==> config.mk <==
export PLATFORM = sky130hd
export DESIGN_NAME = lfu_cache_table_flat
export DESIGN_NICKNAME = d
export VERILOG_FILES = /design/src/lfu_pkg.sv /design/src/lfu_if.sv /design/src/lfu_ram.sv /design/src/lfu_cache_table.sv /design/src/flat_wrapper.sv
export VERILOG_INCLUDE_DIRS = /design/src /design/src/src
export SDC_FILE = /design/constraint.sdc
export NUM_CORES = 2
export LEC_CHECK = 0
export ABC_AREA = 1
export BUFFER_PORTS_ARGS = -buffer_cell sky130_fd_sc_hd__buf_4
export CORE_MARGIN = 4
export CORE_UTILIZATION = 51
export CTS_BUF_LIST = sky130_fd_sc_hd__clkbuf_2
export DETAILED_ROUTE_END_ITERATION = 6
export PLACE_DENSITY = 0.71
export REMOVE_ABC_BUFFERS = 1
export SLEW_MARGIN = 20
export SYNTH_ARGS = -nofsm -noshare
export SYNTH_HDL_FRONTEND = slang
export SYNTH_SLANG_ARGS = --single-unit
==> constraint.sdc <==
create_clock -name i_clk -period 7.7 [get_ports i_clk]
set_input_delay 1.155 -clock i_clk [delete_from_list [all_inputs] [get_ports i_clk]]
set_output_delay 1.155 -clock i_clk [all_outputs]
set_load 0.01 [all_outputs]
==> src/assert_macros.svh <==
// Assertion macros shared by the RTL. Both take the clock i_clk and the
// active-low reset i_rst_n of the instantiating module.
`ifndef ASSERT_MACROS_SVH
`define ASSERT_MACROS_SVH

`ifndef SYNTHESIS
`define LFU_ASSERT(lbl, prop) \
    lbl: assert property (@(posedge i_clk) disable iff (!i_rst_n) (prop)) \
        else $error("%m: check failed");
`define LFU_ASSERT_IMP(lbl, ante, cons) \
    lbl: assert property (@(posedge i_clk) disable iff (!i_rst_n) (ante) |-> (cons)) \
        else $error("%m: implication failed");
`else
`define LFU_ASSERT(lbl, prop)
`define LFU_ASSERT_IMP(lbl, ante, cons)
`endif

`endif

==> src/lfu_pkg.sv <==
`timescale 1ns / 1ps

package lfu_pkg;

    localparam int CAP_DEFAULT = 16;
    localparam int CFG_W       = 5;
    localparam int CAP_RESET   = 16;
    localparam int KEY_W       = 32;
    localparam int VAL_W       = 31;
    localparam int USE_W       = 32;
    localparam int RD_W        = 32;

    localparam logic signed [RD_W-1:0] RD_MISS = -32'sd1;

    typedef enum logic {
        CMD_GET = 1'b0,
        CMD_PUT = 1'b1
    } t_cmd;

endpackage

==> src/lfu_if.sv <==
`timescale 1ns / 1ps

interface lfu_req_if;
    import lfu_pkg::*;
    logic                    valid;
    logic                    ready;
    t_cmd                    cmd;
    logic signed [KEY_W-1:0] key;
    logic [VAL_W-1:0]        value;
    modport source (output valid, cmd, key, value, input ready);
    modport sink   (input valid, cmd, key, value, output ready);
endinterface

interface lfu_rsp_if;
    import lfu_pkg::*;
    logic                    valid;
    logic                    ready;
    logic                    hit;
    logic signed [RD_W-1:0]  read_value;
    logic                    evicted;
    logic signed [KEY_W-1:0] evicted_key;
    modport source (output valid, hit, read_value, evicted, evicted_key, input ready);
    modport sink   (input valid, hit, read_value, evicted, evicted_key, output ready);
endinterface

==> src/lfu_ram.sv <==
`timescale 1ns / 1ps

// Simple dual-port RAM, one write and one registered read per cycle.
module lfu_ram #(
    parameter int DEPTH = 16,
    parameter int AW    = 4,
    parameter int DW    = 8
) (
    input  logic          i_clk,
    input  logic          i_we,
    input  logic [AW-1:0] i_waddr,
    input  logic [DW-1:0] i_wdata,
    input  logic          i_re,
    input  logic [AW-1:0] i_raddr,
    output logic [DW-1:0] o_rdata
);

    logic [DW-1:0] r_mem [DEPTH];
    logic [DW-1:0] r_rdata;

    always_ff @(posedge i_clk) begin
        if (i_we) begin
            r_mem[i_waddr] <= i_wdata;
        end
    end

    always_ff @(posedge i_clk) begin
        if (i_re) begin
            r_rdata <= r_mem[i_raddr];
        end
    end

    assign o_rdata = r_rdata;

endmodule

==> src/lfu_cache_table.sv <==
`timescale 1ns / 1ps
`include "assert_macros.svh"

// LFU key-value cache with LRU tie-break. Entries (key, value, use count,
// recency rank) live in one single-port-read RAM; valid bits are flops and
// clear at reset, so no clearing pass is needed. Each item first sweeps all
// CAPACITY entries to find its key, the eviction victim and the first free
// slot, then passes through a decision state; a hit or an insert then runs
// a read-modify-write sweep to age recency ranks, and the S_OUT state moves
// the result to the output register once it is free. One item is worked on
// at a time; the next may be taken while a result waits at the output.
module lfu_cache_table #(
    parameter int CAPACITY = lfu_pkg::CAP_DEFAULT
) (
    input  logic                       i_clk,
    input  logic                       i_rst_n,
    lfu_req_if.sink                    i_req,
    lfu_rsp_if.source                  o_rsp,
    input  logic                       i_cfg_we,
    input  logic [lfu_pkg::CFG_W-1:0]  i_cfg_wdata
);

    import lfu_pkg::*;

    localparam int IDX_W  = (CAPACITY > 1) ? $clog2(CAPACITY) : 1;
    localparam int RANK_W = IDX_W;
    localparam int HELD_W = $clog2(CAPACITY + 1);
    localparam int CW     = (HELD_W > CFG_W) ? HELD_W : CFG_W;
    localparam int PTR_W  = IDX_W + 1;

    localparam logic [PTR_W-1:0] PTR_END = PTR_W'(CAPACITY);
    localparam logic [IDX_W-1:0] LAST    = IDX_W'(CAPACITY - 1);

    typedef struct packed {
        logic [KEY_W-1:0]  key;
        logic [VAL_W-1:0]  value;
        logic [USE_W-1:0]  count;
        logic [RANK_W-1:0] rank;
    } t_entry;

    localparam int ENT_W = $bits(t_entry);

    typedef enum logic [2:0] {
        S_IDLE,
        S_SCAN,
        S_DECIDE,
        S_UPD,
        S_OUT
    } t_state;

    t_state             r_state;
    logic [CFG_W-1:0]   r_cap;
    logic [CAPACITY-1:0] r_valid;
    logic [HELD_W-1:0]  r_held;

    // captured item
    t_cmd               r_cmd;
    logic [KEY_W-1:0]   r_key;
    logic [VAL_W-1:0]   r_val;

    // sweep
    logic [PTR_W-1:0]   r_ptr;
    logic               r_rd_vld;
    logic [IDX_W-1:0]   r_rd_idx;

    // scan results
    logic               r_found;
    logic [IDX_W-1:0]   r_fidx;
    logic [RANK_W-1:0]  r_frank;
    logic [VAL_W-1:0]   r_fval;
    logic [USE_W-1:0]   r_fcount;
    logic               r_vfound;
    logic [IDX_W-1:0]   r_vidx;
    logic [USE_W-1:0]   r_vcount;
    logic [RANK_W-1:0]  r_vrank;
    logic [KEY_W-1:0]   r_vkey;
    logic               r_sfound;
    logic [IDX_W-1:0]   r_sidx;

    // update pass control
    logic [IDX_W-1:0]   r_tgt;
    t_entry             r_new;
    logic               r_inc_all;
    logic [RANK_W-1:0]  r_thresh;

    // result staging and output
    logic signed [RD_W-1:0]  r_res_rd;
    logic                    r_res_ev;
    logic [KEY_W-1:0]        r_res_evk;
    logic                    r_o_valid;
    logic                    r_o_hit;
    logic signed [RD_W-1:0]  r_o_rd;
    logic                    r_o_ev;
    logic [KEY_W-1:0]        r_o_evk;

    logic               rd_go;
    logic [ENT_W-1:0]   rdata;
    t_entry             ent;
    logic               ent_valid;
    logic               rd_last;
    logic               key_match;
    logic               better;
    logic               mem_we;
    t_entry             mem_wdata;
    logic               out_free;
    logic [CW-1:0]      cap_w;
    logic [CW-1:0]      cap_eff;
    logic [CW-1:0]      held_w;
    logic               do_evict;
    logic [IDX_W-1:0]   slot;

    assign rd_go     = (r_state == S_SCAN || r_state == S_UPD) && (r_ptr < PTR_END);
    assign ent       = t_entry'(rdata);
    assign ent_valid = r_valid[r_rd_idx];
    assign rd_last   = r_rd_vld && (r_rd_idx == LAST);
    assign key_match = ent_valid && (ent.key == r_key);
    assign better    = !r_vfound || (ent.count < r_vcount) ||
                       ((ent.count == r_vcount) && (ent.rank > r_vrank));

    assign cap_w    = CW'(r_cap);
    assign cap_eff  = (cap_w > CW'(CAPACITY)) ? CW'(CAPACITY) : cap_w;
    assign held_w   = CW'(r_held);
    assign do_evict = (held_w >= cap_eff) && r_vfound;
    // victim slot frees up; the lowest free index wins
    assign slot     = (do_evict && !(r_sfound && (r_sidx < r_vidx))) ? r_vidx : r_sidx;

    always_comb begin
        mem_we    = 1'b0;
        mem_wdata = ent;
        if (r_state == S_UPD && r_rd_vld) begin
            if (r_rd_idx == r_tgt) begin
                mem_we    = 1'b1;
                mem_wdata = r_new;
            end else if (ent_valid && (r_inc_all || (ent.rank < r_thresh))) begin
                mem_we         = 1'b1;
                mem_wdata.rank = ent.rank + RANK_W'(1);
            end
        end
    end

    assign out_free = !r_o_valid || o_rsp.ready;

    lfu_ram #(
        .DEPTH (CAPACITY),
        .AW    (IDX_W),
        .DW    (ENT_W)
    ) u_ram (
        .i_clk   (i_clk),
        .i_we    (mem_we),
        .i_waddr (r_rd_idx),
        .i_wdata (mem_wdata),
        .i_re    (rd_go),
        .i_raddr (r_ptr[IDX_W-1:0]),
        .o_rdata (rdata)
    );

    always_ff @(posedge i_clk) begin
        if (!i_rst_n) begin
            r_state   <= S_IDLE;
            r_cap     <= CFG_W'(CAP_RESET);
            r_valid   <= '0;
            r_held    <= '0;
            r_rd_vld  <= 1'b0;
            r_o_valid <= 1'b0;
        end else begin
            if (i_cfg_we) begin
                r_cap <= i_cfg_wdata;
            end
            if (r_state == S_OUT && out_free) begin
                r_o_valid <= 1'b1;
            end else if (o_rsp.ready) begin
                r_o_valid <= 1'b0;
            end

            r_rd_vld <= rd_go;
            if (rd_go) begin
                r_rd_idx <= r_ptr[IDX_W-1:0];
                r_ptr    <= r_ptr + PTR_W'(1);
            end

            case (r_state)
                S_IDLE: begin
                    if (i_req.valid) begin
                        r_cmd    <= i_req.cmd;
                        r_key    <= i_req.key;
                        r_val    <= i_req.value;
                        r_ptr    <= '0;
                        r_found  <= 1'b0;
                        r_vfound <= 1'b0;
                        r_sfound <= 1'b0;
                        r_state  <= S_SCAN;
                    end
                end
                S_SCAN: begin
                    if (r_rd_vld) begin
                        if (key_match) begin
                            r_found  <= 1'b1;
                            r_fidx   <= r_rd_idx;
                            r_frank  <= ent.rank;
                            r_fval   <= ent.value;
                            r_fcount <= ent.count;
                        end
                        if (ent_valid && better) begin
                            r_vfound <= 1'b1;
                            r_vidx   <= r_rd_idx;
                            r_vcount <= ent.count;
                            r_vrank  <= ent.rank;
                            r_vkey   <= ent.key;
                        end
                        if (!ent_valid && !r_sfound) begin
                            r_sfound <= 1'b1;
                            r_sidx   <= r_rd_idx;
                        end
                        if (rd_last) begin
                            r_state <= S_DECIDE;
                        end
                    end
                end
                S_DECIDE: begin
                    r_ptr <= '0;
                    if (r_found && (r_cmd == CMD_GET || cap_eff != '0)) begin
                        // touch: hit entry to rank 0, younger ones age
                        r_tgt       <= r_fidx;
                        r_new.key   <= r_key;
                        r_new.value <= (r_cmd == CMD_GET) ? r_fval : r_val;
                        r_new.count <= (r_fcount == '1) ? r_fcount : r_fcount + USE_W'(1);
                        r_new.rank  <= '0;
                        r_inc_all   <= 1'b0;
                        r_thresh    <= r_frank;
                        r_state     <= S_UPD;
                        r_res_rd    <= (r_cmd == CMD_GET) ? RD_W'(r_fval) : RD_MISS;
                        r_res_ev    <= 1'b0;
                        r_res_evk   <= '0;
                    end else if (!r_found && r_cmd == CMD_PUT && cap_eff != '0) begin
                        r_tgt       <= slot;
                        r_new.key   <= r_key;
                        r_new.value <= r_val;
                        r_new.count <= '0;
                        r_new.rank  <= '0;
                        r_state     <= S_UPD;
                        r_res_rd    <= RD_MISS;
                        r_valid[slot] <= 1'b1;
                        if (do_evict) begin
                            // ranks above the victim drop then rise: net unchanged
                            if (slot != r_vidx) begin
                                r_valid[r_vidx] <= 1'b0;
                            end
                            r_inc_all <= 1'b0;
                            r_thresh  <= r_vrank;
                            r_res_ev  <= 1'b1;
                            r_res_evk <= r_vkey;
                        end else begin
                            r_inc_all <= 1'b1;
                            r_thresh  <= '0;
                            r_held    <= r_held + HELD_W'(1);
                            r_res_ev  <= 1'b0;
                            r_res_evk <= '0;
                        end
                    end else begin
                        r_res_rd  <= RD_MISS;
                        r_res_ev  <= 1'b0;
                        r_res_evk <= '0;
                        r_state   <= S_OUT;
                    end
                end
                S_UPD: begin
                    if (rd_last) begin
                        r_state <= S_OUT;
                    end
                end
                S_OUT: begin
                    if (out_free) begin
                        r_o_hit   <= r_found;
                        r_o_rd    <= r_res_rd;
                        r_o_ev    <= r_res_ev;
                        r_o_evk   <= r_res_evk;
                        r_state   <= S_IDLE;
                    end
                end
                default: begin
                    r_state <= S_IDLE;
                end
            endcase
        end
    end

    assign i_req.ready       = (r_state == S_IDLE);
    assign o_rsp.valid       = r_o_valid;
    assign o_rsp.hit         = r_o_hit;
    assign o_rsp.read_value  = r_o_rd;
    assign o_rsp.evicted     = r_o_ev;
    assign o_rsp.evicted_key = r_o_evk;

    `LFU_ASSERT(a_held_matches_valid, $countones(r_valid) == int'(r_held))
    `LFU_ASSERT(a_held_in_range, r_held <= HELD_W'(CAPACITY))
    `LFU_ASSERT_IMP(a_evict_only_on_miss, r_o_valid && r_o_ev, !r_o_hit)
    `LFU_ASSERT_IMP(a_miss_reads_minus_one, r_o_valid && !r_o_hit, r_o_rd == RD_MISS)
    `LFU_ASSERT_IMP(a_no_rw_same_entry, mem_we && rd_go, r_ptr[IDX_W-1:0] != r_rd_idx)

endmodule
==> src/flat_wrapper.sv <==
// flat-port wrapper written by rule: the top's interface ports become plain ports
module lfu_cache_table_flat import lfu_pkg::*;
#(
    parameter int CAPACITY = lfu_pkg::CAP_DEFAULT
)
  (i_clk, i_rst_n, i_cfg_we, i_cfg_wdata, i_req_valid, i_req_cmd, i_req_key, i_req_value, i_req_ready, o_rsp_valid, o_rsp_hit, o_rsp_read_value, o_rsp_evicted, o_rsp_evicted_key, o_rsp_ready);
  lfu_req_if i_req_i ();
  lfu_rsp_if o_rsp_i ();
  input  logic i_clk;
  input  logic i_rst_n;
  input  logic i_cfg_we;
  input  logic [lfu_pkg::CFG_W-1:0] i_cfg_wdata;
  input wire logic [$bits(i_req_i.valid)-1:0] i_req_valid;
  input wire logic [$bits(i_req_i.cmd)-1:0] i_req_cmd;
  input wire logic [$bits(i_req_i.key)-1:0] i_req_key;
  input wire logic [$bits(i_req_i.value)-1:0] i_req_value;
  output wire logic [$bits(i_req_i.ready)-1:0] i_req_ready;
  output wire logic [$bits(o_rsp_i.valid)-1:0] o_rsp_valid;
  output wire logic [$bits(o_rsp_i.hit)-1:0] o_rsp_hit;
  output wire logic [$bits(o_rsp_i.read_value)-1:0] o_rsp_read_value;
  output wire logic [$bits(o_rsp_i.evicted)-1:0] o_rsp_evicted;
  output wire logic [$bits(o_rsp_i.evicted_key)-1:0] o_rsp_evicted_key;
  input wire logic [$bits(o_rsp_i.ready)-1:0] o_rsp_ready;
  assign i_req_i.valid = i_req_valid;
  assign i_req_i.cmd = i_req_cmd;
  assign i_req_i.key = i_req_key;
  assign i_req_i.value = i_req_value;
  assign i_req_ready = i_req_i.ready;
  assign o_rsp_valid = o_rsp_i.valid;
  assign o_rsp_hit = o_rsp_i.hit;
  assign o_rsp_read_value = o_rsp_i.read_value;
  assign o_rsp_evicted = o_rsp_i.evicted;
  assign o_rsp_evicted_key = o_rsp_i.evicted_key;
  assign o_rsp_i.ready = o_rsp_ready;
  lfu_cache_table #(.CAPACITY(CAPACITY)) u_core (.i_clk(i_clk), .i_rst_n(i_rst_n), .i_req(i_req_i), .o_rsp(o_rsp_i), .i_cfg_we(i_cfg_we), .i_cfg_wdata(i_cfg_wdata));
endmodule
==> tab_implementation.tex <==
\begin{tabular}{lr}
\hline
Metric & Value \\
\hline
\multicolumn{2}{l}{\textbf{Route}} \\
\quad WL final & between 200000 and 250000 um \\
\quad ANT nets after route & 0 \\
\quad Detailed-router iteration count before antenna repair & 5 \\
\quad DRC Markers & 0 \\
\quad Number of DRC markers in iteration 0 & slightly above 5k \\
\quad Routed via count divided by cell count & approximately 5.7 \\
\quad Post-detailed-route wirelength per cell & $\sim$23 um \\
\quad Via total after detailed routing & between 50k and 60k \\
\multicolumn{2}{l}{\textbf{Setup path}} \\
\quad Number of buffers and inverters on the critical path & 1 \\
\quad Critical Path Source Type & flop \\
\quad Worst-case reg-to-reg path depth & 7 \\
\quad Stages on the worst setup path & 7 \\
\quad Library cell contributing the largest single delay on the critical path & sky130\_fd\_sc\_hd\_\_buf\_4 \\
\quad Worst reg-to-reg setup slack & roughly 2.9 ns \\
\quad Kind of end point of the critical path & flop \\
\quad Critical register-to-register path startpoint & u\_core.r\_rd\_idx[0] \\
\quad Worst Path Required & about 9.0 ns \\
\quad Critical path cell sequence & xor2\_1 > nor3b\_2 > nand3\_4 > nand2\_2 > nand2\_1 > nor2\_4 > buf\_4 \\
\quad CP delay by family, top & simple AND/OR/NAND/NOR gates \\
\quad Critical path peak fanout & 53 \\
\quad Crit path kind & reg -> reg \\
\quad Capturing point of the worst reg2reg path & u\_core.u\_ram.r\_mem[9][20] \\
\quad Largest incremental delay on the critical path & 0.98 ns \\
\quad Data arrival time of the critical path & between 6 and 7 ns \\
\multicolumn{2}{l}{\textbf{CTS}} \\
\quad CTS H-tree lvls & 6 \\
\quad CTS sink count & 2172 \\
\quad Num CTS Buffers & $\sim$550 \\
\quad Number of buffers between clock root and the deepest sink & 4 \\
\quad TritonCTS clock tree & yes \\
\quad Number of hold buffers added after CTS & around 140 \\
\quad CTS-repair resized insts & 0 \\
\quad Clk slew on worst S/H paths & 0.12 ns \\
\quad Root Buffer & sky130\_fd\_sc\_hd\_\_clkbuf\_2 \\
\quad Setup Buffers After CTS & 0 \\
\quad Later-pin clock latency in the skew report & 1.81 ns \\
\multicolumn{2}{l}{\textbf{Synth}} \\
\quad Post-Syn Area & around 87000 um2 \\
\quad Count of state elements after synthesis & roughly 2.2k \\
\quad Leading post-synthesis cells by cell area & sky130\_fd\_sc\_hd\_\_edfxtp\_1, sky130\_fd\_sc\_hd\_\_mux2i\_1, sky130\_fd\_sc\_hd\_\_o211ai\_1 \\
\quad Synthesized area per cell & about 15 um2 \\
\quad Post-Synthesis Cells & 5949 \\
\quad Leading area contributor after synthesis & sky130\_fd\_sc\_hd\_\_edfxtp\_1 \\
\quad Predominant post-synthesis flop cell & sky130\_fd\_sc\_hd\_\_edfxtp\_1 \\
\quad Async set or reset register ratio after synthesis & 0 \\
\quad Number of enable-type register cells in the synthesized netlist & around 2.1k \\
\quad Top-area cell type share of the netlist area & 0.742 \\
\quad Synth cell types & just under 50 \\
\quad Synth warnings & 0 \\
\quad Sequential-to-total area share from yosys stat & 0.750 \\
\multicolumn{2}{l}{\textbf{Global routing}} \\
\quad Number of antenna violations at the first check in global routing & 3 \\
\quad Global router's overall resource usage & 0.232 \\
\quad Pin count of the biggest net entering global routing & just over 200 \\
\quad First-pass GRT wire length & 311000 um \\
\quad Via count of the first global-routing pass & between 50k and 60k \\
\quad Residual overflow from global routing & 0 \\
\multicolumn{2}{l}{\textbf{Floorplanning}} \\
\quad IO Count & about 140 \\
\quad Core Footprint & 168000 um2 \\
\quad DIE AREA & 176000 um2 \\
\quad Effective utilization at floorplan & 0.516 \\
\quad Chip height & around 420 um \\
\quad Standard-cell row count & 150 \\
\quad Die boundary width & $\sim$420 um \\
\multicolumn{2}{l}{\textbf{Pwr}} \\
\quad Leakage power summed over all cells & around 0.034 uW \\
\quad IR drop worst, VDD & 0.211 mV \\
\quad Total power draw & roughly 26000 uW \\
\quad Cell area power density & 273 nW/um2 \\
\multicolumn{2}{l}{\textbf{STA}} \\
\quad Worst slew slack as a fraction of its limit & 0.171 \\
\quad Shortest clock period the worst path allows after layout & $\sim$4.8 ns \\
\quad Hold violation total from the final report & 0 \\
\quad Setup WS post-layout & 2.88 ns \\
\quad Worst Hold Margin & roughly 0.32 ns \\
\quad Worst Tran Pin Value & between 1 and 1.5 ns \\
\quad Setup Viol. Count Final & 0 \\
\quad Period Utilization, post-route & 0.625 \\
\quad F\_max & between 200 and 250 MHz \\
\quad Fin. max-slew vios & 0 \\
\quad RSZ-0062 raised after global routing & no \\
\quad Clock tree skew after final layout & 0.171 ns \\
\multicolumn{2}{l}{\textbf{Final layout}} \\
\quad Final std cells w/o fill & approximately 9k \\
\quad P\&R area growth vs syn & 10.8\% \\
\quad Fill cells & $\sim$13k \\
\quad Layout net count & roughly 6.7k \\
\quad Fraction of final layout cells sized beyond drive strength 1 & 0.173 \\
\quad Area of the multi-input gates & between 15000 and 20000 um2 \\
\quad Reg area & $\sim$65000 um2 \\
\multicolumn{2}{l}{\textbf{Placement}} \\
\quad Routability Congestion & between 0.8 and 0.9 \\
\quad Post-detailed-placement half-perimeter wirelength & $\sim$110000 um \\
\quad Port Buf Inserts & 141 \\
\quad Number of cells after detailed placement & approximately 8.1k \\
\quad Worst slack after detailed placement & 2.98 ns \\
\multicolumn{2}{l}{\textbf{Worst hold path}} \\
\quad Hold-critical path endpoint & u\_core.o\_rsp.valid \\
\quad Hold path startpoint & o\_rsp\_ready \\
\quad Worst Hold Class & in -> reg \\
\quad Number of instances on the worst hold path & 5 \\
\multicolumn{2}{l}{\textbf{Run status}} \\
\quad Run status & finished, final reports clean \\
\multicolumn{2}{l}{\textbf{Run}} \\
\quad Count of maximum capacitance violations & 0 \\
\hline
\end{tabular}
kinds of logic after synthesis:
| logic type | count (synthesis) | synth area share |
|---|---|---|
| buffers and inverters | 943 | 0.0445 |
| flip-flops | 2172 | 0.750 |
| AO/OA/AOI/OAI | 1436 | 0.0949 |
| multiplexers | 481 | 0.0568 |
| XOR/XNOR | 51 | 0.00516 |
| AND/OR/NAND/NOR | 815 | 0.0417 |
| adder cells (fa/ha/maj) | 51 | 0.00737 |
per-layer routing:
metal / part of all wire / up-vias / track usage
met3: 0.074 / 391 / 0.0442
met5: 0 / - / 0
met4: 0.031 / 0 / 0.0903
met2: 0.49 / 2289 / 0.379
met1: 0.41 / 25584 / 0.312
li1: - / 23472 / -
worst reg2reg max path, stage by stage (launching register included):
cell                       delay (ns)
sky130_fd_sc_hd__edfxtp_1        0.52
sky130_fd_sc_hd__xor2_1          0.22
sky130_fd_sc_hd__nor3b_2         0.32
sky130_fd_sc_hd__nand3_4         0.73
sky130_fd_sc_hd__nand2_2         0.36
sky130_fd_sc_hd__nand2_1         0.28
sky130_fd_sc_hd__nor2_4          0.86
sky130_fd_sc_hd__buf_4           0.99
sequential cells by signal, summed over array words and instances (netlist names), 32 cells and up:
signal                    flops
u_core.r_new                 95
u_core.r_fcount              32
u_core.r_key                 32
u_core.u_ram.r_mem         1584
u_core.o_rsp.read_value      32
u_core.r_vcount              32
u_core.r_res_evk             32
u_core.r_res_rd              32
u_core.r_vkey                32
u_core.u_ram.o_rdata         99
u_core.o_rsp.evicted_key     32
cells in the mapped netlist, types with 2 or more instances:
library cell and instances:
sky130_fd_sc_hd__a21oi_1 461, sky130_fd_sc_hd__a22oi_1 3, sky130_fd_sc_hd__a31oi_1 6, sky130_fd_sc_hd__buf_1 33, sky130_fd_sc_hd__buf_2 52, sky130_fd_sc_hd__buf_4 37
sky130_fd_sc_hd__buf_6 12, sky130_fd_sc_hd__clkbuf_1 180, sky130_fd_sc_hd__clkbuf_4 4, sky130_fd_sc_hd__clkinv_1 2, sky130_fd_sc_hd__dfxtp_1 31, sky130_fd_sc_hd__edfxtp_1 2141
sky130_fd_sc_hd__ha_1 51, sky130_fd_sc_hd__inv_1 620, sky130_fd_sc_hd__inv_2 2, sky130_fd_sc_hd__mux2_2 84, sky130_fd_sc_hd__mux2i_1 396, sky130_fd_sc_hd__nand2_1 351
sky130_fd_sc_hd__nand2_2 3, sky130_fd_sc_hd__nand3_1 148, sky130_fd_sc_hd__nand3_2 4, sky130_fd_sc_hd__nand3_4 3, sky130_fd_sc_hd__nand3b_1 2, sky130_fd_sc_hd__nand4_1 28
sky130_fd_sc_hd__nor2_1 196, sky130_fd_sc_hd__nor3_1 17, sky130_fd_sc_hd__nor3_2 2, sky130_fd_sc_hd__nor4_1 11, sky130_fd_sc_hd__o211ai_1 398, sky130_fd_sc_hd__o21a_1 2
sky130_fd_sc_hd__o21ai_0 560, sky130_fd_sc_hd__or2_2 43, sky130_fd_sc_hd__xnor2_1 34, sky130_fd_sc_hd__xor2_1 17
final cells by class:
type                       count  share of cell area
sequential                  2172               0.677
multi-input combinational   2834               0.188
clock buffer                 756              0.0394
timing repair buffer         361              0.0338
tap                         2204              0.0287
inverter                     624              0.0246
clock inverter               127             0.00866
antenna                        7            0.000183
power breakdown:
group | internal (uW) | switching, uW
sequential | 13900 | 223
clock | 3020 | 4410
combinational | 1430 | 3250
total | 18300 | 7880
metrics by stage:
stage                      util  area (um2)  setup TNS (ns)
final                     0.571       95900               0
after global routing      0.571       95900               0
after CTS                 0.571       95900               0
after detailed placement  0.535       89800               0
after global placement    0.535       89800               0
after floorplan               -       85100        -1832.27
worst max-delay path by stage:
stage	from	end	slack (ns)
after global routing	u_core.r_rd_idx[0]	u_core.u_ram.r_mem[9][65]	2.69
after global placement	u_core.r_rd_idx[0]	u_core.u_ram.r_mem[9][96]	3.12
final	u_core.r_rd_idx[0]	u_core.u_ram.r_mem[9][20]	2.88
after floorplan	u_core.r_ptr[0]	u_core.r_rd_idx[0]	-19.22
after CTS	u_core.r_rd_idx[0]	u_core.u_ram.r_mem[9][61]	2.84
after detailed placement	u_core.r_rd_idx[0]	u_core.u_ram.r_mem[9][74]	2.98
placed cells by master, fill, tap and decap left out, types with 3 or more instances in the layout:
| cell | count |
|---|---|
| sky130_fd_sc_hd__a21oi_1 | 456 |
| sky130_fd_sc_hd__a21oi_2 | 6 |
| sky130_fd_sc_hd__a22oi_1 | 3 |
| sky130_fd_sc_hd__a31oi_1 | 6 |
| sky130_fd_sc_hd__buf_12 | 14 |
| sky130_fd_sc_hd__buf_4 | 204 |
| sky130_fd_sc_hd__bufinv_16 | 12 |
| sky130_fd_sc_hd__clkbuf_2 | 756 |
| sky130_fd_sc_hd__clkinv_1 | 92 |
| sky130_fd_sc_hd__clkinv_2 | 11 |
| sky130_fd_sc_hd__clkinvlp_4 | 4 |
| sky130_fd_sc_hd__dfxtp_1 | 31 |
| sky130_fd_sc_hd__diode_2 | 7 |
| sky130_fd_sc_hd__dlygate4sd3_1 | 143 |
| sky130_fd_sc_hd__edfxtp_1 | 2141 |
| sky130_fd_sc_hd__ha_1 | 51 |
| sky130_fd_sc_hd__inv_1 | 619 |
| sky130_fd_sc_hd__inv_2 | 8 |
| sky130_fd_sc_hd__mux2_2 | 84 |
| sky130_fd_sc_hd__mux2i_1 | 396 |
| sky130_fd_sc_hd__nand2_1 | 351 |
| sky130_fd_sc_hd__nand2_2 | 3 |
| sky130_fd_sc_hd__nand3_1 | 148 |
| sky130_fd_sc_hd__nand3_2 | 4 |
| sky130_fd_sc_hd__nand3_4 | 3 |
| sky130_fd_sc_hd__nand4_1 | 28 |
| sky130_fd_sc_hd__nor2_1 | 174 |
| sky130_fd_sc_hd__nor2_4 | 22 |
| sky130_fd_sc_hd__nor3_1 | 15 |
| sky130_fd_sc_hd__nor3_2 | 4 |
| sky130_fd_sc_hd__nor4_1 | 11 |
| sky130_fd_sc_hd__o211ai_1 | 398 |
| sky130_fd_sc_hd__o21ai_0 | 560 |
| sky130_fd_sc_hd__or2_2 | 43 |
| sky130_fd_sc_hd__xnor2_1 | 34 |
| sky130_fd_sc_hd__xor2_1 | 17 |
Note: power is estimated with default switching activity, not from simulation.
